$ cat config.mk
export PLATFORM = sky130hd
export DESIGN_NAME = complex_magnitude_core
export DESIGN_NICKNAME = d
export VERILOG_FILES = /design/src/cmag_pkg.sv /design/src/cmag_square.sv /design/src/cmag_sqrt.sv /design/src/complex_magnitude_core.sv
export SDC_FILE = /design/constraint.sdc
export NUM_CORES = 2
export LEC_CHECK = 0
export BUFFER_PORTS_ARGS = -buffer_cell sky130_fd_sc_hd__buf_4
export CAP_MARGIN = 10
export CORE_ASPECT_RATIO = 1.25
export CORE_MARGIN = 2
export CORE_UTILIZATION = 64
export CTS_CLUSTER_SIZE = 12
export DETAILED_ROUTE_END_ITERATION = 6
export GPL_TIMING_DRIVEN = 0
export HOLD_SLACK_MARGIN = 0.03
export MAX_ROUTING_LAYER = met4
export PLACE_DENSITY = 0.81
export SYNTH_ARGS = -nofsm -noshare
export SYNTH_HDL_FRONTEND = slang
export SYNTH_SLANG_ARGS = --single-unit
$ cat constraint.sdc
create_clock -name clock -period 8.7 [get_ports clock]
set_input_delay 2.61 -clock clock [delete_from_list [all_inputs] [get_ports clock]]
set_output_delay 2.61 -clock clock [all_outputs]
set_load 0.005 [all_outputs]
$ cat src/cmag_pkg.sv
// cmag_pkg: shared constants for the complex magnitude core.
// No dependencies; used by every module under src.
`timescale 1ns / 1ps

package cmag_pkg;

   localparam int DEFAULT_SAMPLE_WIDTH = 16;
   localparam int SQUARE_STAGES        = 3;

endpackage

$ cat src/cmag_square.sv
// cmag_square: absolute value, squaring and sum of squares, three register stages.
// Depends on cmag_pkg.
`timescale 1ns / 1ps

module cmag_square #(
   parameter int SAMPLE_WIDTH = cmag_pkg::DEFAULT_SAMPLE_WIDTH
) (
   input  logic                          clock,
   input  logic                          reset,
   input  logic                          in_valid,
   input  logic [SAMPLE_WIDTH-1:0]       in_real,
   input  logic [SAMPLE_WIDTH-1:0]       in_imag,
   output logic                          out_valid,
   output logic [2*SAMPLE_WIDTH-1:0]     out_sum
);

   localparam int PW = 2 * SAMPLE_WIDTH;

   logic [2:0]              vld_ff;
   logic [2:0]              vld_in;
   logic [SAMPLE_WIDTH-1:0] abs_re_ff, abs_re_in;
   logic [SAMPLE_WIDTH-1:0] abs_im_ff, abs_im_in;
   logic [PW-1:0]           sq_re_ff, sq_re_in;
   logic [PW-1:0]           sq_im_ff, sq_im_in;
   logic [PW-1:0]           sum_ff, sum_in;

   always_comb begin
      abs_re_in = in_real[SAMPLE_WIDTH-1] ? (~in_real) + 1'b1 : in_real;
      abs_im_in = in_imag[SAMPLE_WIDTH-1] ? (~in_imag) + 1'b1 : in_imag;
      sq_re_in  = PW'(abs_re_ff) * PW'(abs_re_ff);
      sq_im_in  = PW'(abs_im_ff) * PW'(abs_im_ff);
      sum_in    = sq_re_ff + sq_im_ff;
      vld_in    = {vld_ff[1:0], in_valid};
   end

   always_ff @(posedge clock) begin
      if (reset) begin
         vld_ff <= '0;
      end else begin
         vld_ff <= vld_in;
      end
   end

   always_ff @(posedge clock) begin
      abs_re_ff <= abs_re_in;
      abs_im_ff <= abs_im_in;
      sq_re_ff  <= sq_re_in;
      sq_im_ff  <= sq_im_in;
      sum_ff    <= sum_in;
   end

   assign out_valid = vld_ff[2];
   assign out_sum   = sum_ff;

endmodule

$ cat src/cmag_sqrt.sv
// cmag_sqrt: pipelined restoring integer square root, one root bit per stage.
// Depends on cmag_pkg.
`timescale 1ns / 1ps

module cmag_sqrt #(
   parameter int SAMPLE_WIDTH = cmag_pkg::DEFAULT_SAMPLE_WIDTH
) (
   input  logic                          clock,
   input  logic                          reset,
   input  logic                          in_valid,
   input  logic [2*SAMPLE_WIDTH-1:0]     in_radicand,
   output logic                          out_valid,
   output logic [SAMPLE_WIDTH-1:0]       out_root
);

   localparam int W  = SAMPLE_WIDTH;
   localparam int PW = 2 * W;
   localparam int RW = W + 3;

   logic [W-1:0]  vld_ff, vld_in;
   logic [PW-1:0] rad_ff  [W];
   logic [PW-1:0] rad_in  [W];
   logic [RW-1:0] rem_ff  [W];
   logic [RW-1:0] rem_in  [W];
   logic [W-1:0]  root_ff [W];
   logic [W-1:0]  root_in [W];

   always_comb begin
      logic [PW-1:0] src_rad;
      logic [RW-1:0] src_rem;
      logic [W-1:0]  src_root;
      logic          src_vld;
      logic [RW-1:0] rem_sh;
      logic [RW-1:0] trial;
      for (int k = 0; k < W; k++) begin
         if (k == 0) begin
            src_rad  = in_radicand;
            src_rem  = '0;
            src_root = '0;
            src_vld  = in_valid;
         end else begin
            src_rad  = rad_ff[k-1];
            src_rem  = rem_ff[k-1];
            src_root = root_ff[k-1];
            src_vld  = vld_ff[k-1];
         end
         rem_sh    = {src_rem[RW-3:0], src_rad[PW-1:PW-2]};
         trial     = {1'b0, src_root, 2'b01};
         rad_in[k] = {src_rad[PW-3:0], 2'b00};
         vld_in[k] = src_vld;
         if (rem_sh >= trial) begin
            rem_in[k]  = rem_sh - trial;
            root_in[k] = {src_root[W-2:0], 1'b1};
         end else begin
            rem_in[k]  = rem_sh;
            root_in[k] = {src_root[W-2:0], 1'b0};
         end
      end
   end

   always_ff @(posedge clock) begin
      if (reset) begin
         vld_ff <= '0;
      end else begin
         vld_ff <= vld_in;
      end
   end

   always_ff @(posedge clock) begin
      rad_ff  <= rad_in;
      rem_ff  <= rem_in;
      root_ff <= root_in;
   end

   assign out_valid = vld_ff[W-1];
   assign out_root  = root_ff[W-1];

endmodule

$ cat src/complex_magnitude_core.sv
// complex_magnitude_core: floor(sqrt(re^2 + im^2)) of one complex sample per transaction.
// Pipeline: 3 square/sum stages, then one root bit per stage.
// Throughput: one transaction per cycle; busy is high only while reset is asserted.
// Results appear on rsp_valid for one cycle and cannot be stalled by the receiver.
// Reset clears only the valid pipeline; no state survives between transactions.
// Depends on cmag_pkg, cmag_square, cmag_sqrt.
`timescale 1ns / 1ps

module complex_magnitude_core #(
   parameter int SAMPLE_WIDTH = cmag_pkg::DEFAULT_SAMPLE_WIDTH
) (
   input  logic                           clock,
   input  logic                           reset,
   input  logic                           start,
   output logic                           busy,
   input  logic signed [SAMPLE_WIDTH-1:0] req_real_part,
   input  logic signed [SAMPLE_WIDTH-1:0] req_imag_part,
   output logic                           rsp_valid,
   output logic        [SAMPLE_WIDTH-1:0] rsp_magnitude
);

   localparam int PW      = 2 * SAMPLE_WIDTH;
   localparam int LATENCY = cmag_pkg::SQUARE_STAGES + SAMPLE_WIDTH;

   logic          sum_valid;
   logic [PW-1:0] sum;

   assign busy = reset;

   cmag_square #(
      .SAMPLE_WIDTH (SAMPLE_WIDTH)
   ) u_square (
      .clock     (clock),
      .reset     (reset),
      .in_valid  (start && !busy),
      .in_real   ($unsigned(req_real_part)),
      .in_imag   ($unsigned(req_imag_part)),
      .out_valid (sum_valid),
      .out_sum   (sum)
   );

   cmag_sqrt #(
      .SAMPLE_WIDTH (SAMPLE_WIDTH)
   ) u_sqrt (
      .clock       (clock),
      .reset       (reset),
      .in_valid    (sum_valid),
      .in_radicand (sum),
      .out_valid   (rsp_valid),
      .out_root    (rsp_magnitude)
   );

   logic [PW+1:0] mag_sq;
   logic [PW+1:0] mag_next_sq;

   assign mag_sq      = (PW+2)'(rsp_magnitude) * (PW+2)'(rsp_magnitude);
   assign mag_next_sq = ((PW+2)'(rsp_magnitude) + 1'b1) * ((PW+2)'(rsp_magnitude) + 1'b1);

   a_result_has_transaction: assert property (@(posedge clock) disable iff (reset)
      rsp_valid |-> $past(start, LATENCY))
      else $error("result without a transaction");

   a_transaction_has_result: assert property (@(posedge clock) disable iff (reset)
      start |-> ##LATENCY rsp_valid)
      else $error("transaction lost in pipeline");

   a_root_bounds: assert property (@(posedge clock) disable iff (reset)
      rsp_valid |-> (mag_sq <= (PW+2)'($past(sum, SAMPLE_WIDTH))) &&
                    (mag_next_sq > (PW+2)'($past(sum, SAMPLE_WIDTH))))
      else $error("magnitude is not the floor root of the sum");

endmodule

==> metrics.txt <==
setup violation total in the final timing report=0; count of buffers added by post-CTS timing repair for setup=0; I/O Buffers=52; post-synth net total=4,963; wire length per cell=15.8 µm; data arrival time of the critical path=7690 ps; Worst Path Required=9220 ps; number of buffers on the longest clock path=3; CTS clock-pin slew for the worst setup and hold paths=70 ps; cell accounting for the most synthesized area=sky130_fd_sc_hd__dfxtp_1; Net count, final=5,094; cells resized by post-CTS repair=0; Worst Setup Path Type=reg -> reg; number of standard-cell rows in the floorplan=104; Post-Route Setup TNS=0 ps; achievable frequency=139 MHz; most frequent cell after synthesis=sky130_fd_sc_hd__dfxtp_1; deepest level of the CTS H-tree=3; Yosys top cell area share=36.8%; number of failing hold endpoints at the final stage=0; signed area change from the synthesized netlist to the final layout=9.13%; number of standard cells after synthesis=4,214; number of synthesized flops with an enable pin=0; Initial Utilization=64.3%; via count=28,200; measured slew at the worst slew-check pin=822 ps; leading cell types by total area after synthesis=sky130_fd_sc_hd__dfxtp_1 (37%), sky130_fd_sc_hd__fa_1 (16%), sky130_fd_sc_hd__ha_1 (12%); insertion delay of the later-clocked pin in the worst-skew pair=630 ps; post-detailed-routing wire length=82,500 µm; proportion of layout cells with a drive suffix above 1=5.39%; proportion of synthesized flip-flops having asynchronous set or reset=0%; post-synthesis sequential area ratio=36.8%; post-detailed-route via-to-cell ratio=5.39; final clock period utilization by the worst path=82.4%; hold buffer count at CTS=0; Worst slew margin=44.7%; Synth top cells by count=sky130_fd_sc_hd__dfxtp_1 (758), sky130_fd_sc_hd__inv_1 (714), sky130_fd_sc_hd__ha_1 (384), sky130_fd_sc_hd__fa_1 (330), sky130_fd_sc_hd__nand2_1 (296); Num CTS Buffers=77; post-synthesis cell area=41,300 µm²; outcome=finished, final reports clean; TritonCTS clock tree=yes; flops & latches, synth=758; worst-case reg-to-reg path depth=23; number of ports placed on the die boundary=53; number of max-cap violations=0; crit path max fanout=10; final number of max-transition violations=0; die boundary height=288 µm; type of the tightest min-delay check=reg -> reg; grt total ovfl=0; Clock Skew=37.8 ps; unrepaired setup endpoints after global routing=false; Inserted Diodes=0; final-layout fill cell count=4,738; vias in the first global route=29,700; Final GP Congestion=0.941; die span in x=231 µm; antenna violations before repair=0; hpwl dp=64,600 µm; wire length of the first global-routing pass=137,000 µm; count of different cell masters after synthesis=75; Worst Hold Depth=0; global-route usage over all layers=26.5%; die area=66,500 µm²; critical path endpoint category=register; detailed router's first-iteration violation count=1,211; core area=64,200 µm²; clk sink count=758; Yosys warning total=0; Residual DRC=0; Syn Area/Cell=9.79 µm²; final critical path time including I/O delays and setup=7170 ps; pin count of the biggest net entering global routing=13; number of nets still failing antenna checks after routing=0; Most used DFF post-synth=sky130_fd_sc_hd__dfxtp_1; nature of the critical path startpoint=register; detailed-routing iteration count for the pre-antenna-repair pass=5; Root Buffer Master=sky130_fd_sc_hd__clkbuf_16
[final timing paths]
kind,start,endpoint,slack (ps)
min reg2reg,u_sqrt.rad_ff[436],u_sqrt.rad_ff[406],300
max reg2reg,u_square.abs_im_ff[6],u_square.sq_im_ff[31],1530
max,u_square.abs_im_ff[6],u_square.sq_im_ff[31],1530
min,u_sqrt.rad_ff[436],u_sqrt.rad_ff[406],300
[registers in the layout, indices dropped and copies added (netlist names), 31 cells and up]
signal             flops
u_square.out_sum      32
u_square.sq_im_ff     31
u_sqrt.rad_ff        240
u_square.sq_re_ff     31
u_sqrt.root_ff       120
u_sqrt.rem_ff        237
[critical path, stage by stage, from the launching register on]
cell and delay (ps):
sky130_fd_sc_hd__dfxtp_1 610, sky130_fd_sc_hd__clkbuf_1 600, sky130_fd_sc_hd__nand2_1 190, sky130_fd_sc_hd__fa_1 520, sky130_fd_sc_hd__inv_1 60, sky130_fd_sc_hd__fa_1 490, sky130_fd_sc_hd__inv_1 40, sky130_fd_sc_hd__fa_1 490
sky130_fd_sc_hd__inv_1 60, sky130_fd_sc_hd__fa_1 510, sky130_fd_sc_hd__fa_1 560, sky130_fd_sc_hd__inv_1 60, sky130_fd_sc_hd__fa_1 530, sky130_fd_sc_hd__inv_1 40, sky130_fd_sc_hd__ha_1 370, sky130_fd_sc_hd__a211oi_1 250
sky130_fd_sc_hd__o21ai_0 130, sky130_fd_sc_hd__o211ai_1 190, sky130_fd_sc_hd__o21a_1 170, sky130_fd_sc_hd__o21ai_0 170, sky130_fd_sc_hd__o211a_1 310, sky130_fd_sc_hd__or3_1 350, sky130_fd_sc_hd__a21oi_1 180, sky130_fd_sc_hd__xnor2_1 150
[final cells by class]
cell class              count  area (µm²)  share of cell area (%)
plain buffers              94         439                   0.975
clock buffers             101        2120                    4.71
flip-flops and latches    758       15200                    33.7
repair buffers             52         390                   0.867
inverters                 714        2680                    5.95
multi-input cells        2648       23000                    51.0
well taps                 848        1060                    2.36
clock inverters            13         196                   0.436
[metal layers]
metal | vias to the layer above | track usage, % | share of wire [%]
li1 | 13800 | - | -
met1 | 13500 | 25.5 | 35
met2 | 647 | 50.1 | 55
met3 | 320 | 3.26 | 3.8
met4 | 0 | 16.2 | 6.4
met5 | - | - | 0
[per-stage QoR]
step	area (µm²)	cells	util [%]	setup slack (ps)	hold slack (ps)
after floorplan	41300	4214	-	2560	310
after global placement	42700	5114	66.6	1780	310
after detailed placement	42700	5114	66.6	1660	312
after CTS	45000	5228	70.2	1560	308
after global routing	45000	5228	70.2	1190	315
final	45000	5228	70.2	1530	301
[cells by family (layout without fill, tap and decap cells)]
logic type / after synthesis / count (layout) / synth area share [%]
DFF: 758 / 758 / 36.8
other: 1 / 1 / 0.00909
xor gates and xnor gates: 281 / 281 / 5.98
muxes: 29 / 29 / 0.803
adders and majority gates: 714 / 714 / 27.6
and+or+nand+nor: 1010 / 1010 / 12.0
buffers and inverters: 808 / 974 / 7.56
AOI/OAI and AO/OA: 613 / 613 / 9.23
[cells in the final DEF, fill, tap and decap left out, types with 10 or more instances in the layout]
cell type | synthesis | final
sky130_fd_sc_hd__dfxtp_1 | 758 | 758
sky130_fd_sc_hd__inv_1 | 714 | 714
sky130_fd_sc_hd__ha_1 | 384 | 384
sky130_fd_sc_hd__fa_1 | 330 | 330
sky130_fd_sc_hd__nand2_1 | 296 | 296
sky130_fd_sc_hd__nor2_1 | 219 | 219
sky130_fd_sc_hd__a21oi_1 | 203 | 203
sky130_fd_sc_hd__xnor2_1 | 181 | 181
sky130_fd_sc_hd__o21ai_0 | 140 | 140
sky130_fd_sc_hd__and2_1 | 100 | 100
sky130_fd_sc_hd__xor2_1 | 99 | 99
sky130_fd_sc_hd__clkbuf_1 | 72 | 88
sky130_fd_sc_hd__clkbuf_16 | 0 | 79
sky130_fd_sc_hd__a21o_1 | 76 | 76
sky130_fd_sc_hd__nor3_1 | 74 | 74
sky130_fd_sc_hd__buf_4 | 17 | 69
sky130_fd_sc_hd__nor2b_1 | 63 | 63
sky130_fd_sc_hd__nand3_1 | 47 | 47
sky130_fd_sc_hd__nand2b_1 | 46 | 46
sky130_fd_sc_hd__o21a_1 | 39 | 39
sky130_fd_sc_hd__nand4_1 | 33 | 33
sky130_fd_sc_hd__or3_1 | 33 | 33
sky130_fd_sc_hd__nor4_1 | 25 | 25
sky130_fd_sc_hd__o31ai_1 | 23 | 23
sky130_fd_sc_hd__or2_2 | 20 | 20
sky130_fd_sc_hd__mux2_2 | 19 | 19
sky130_fd_sc_hd__a211oi_1 | 18 | 18
sky130_fd_sc_hd__o21bai_1 | 16 | 16
sky130_fd_sc_hd__a31oi_1 | 10 | 10
sky130_fd_sc_hd__or4_1 | 10 | 10
Power is left out: the tool's default activity adds up to more than one toggle a clock period on the data nets, which glitch-free logic cannot reach.
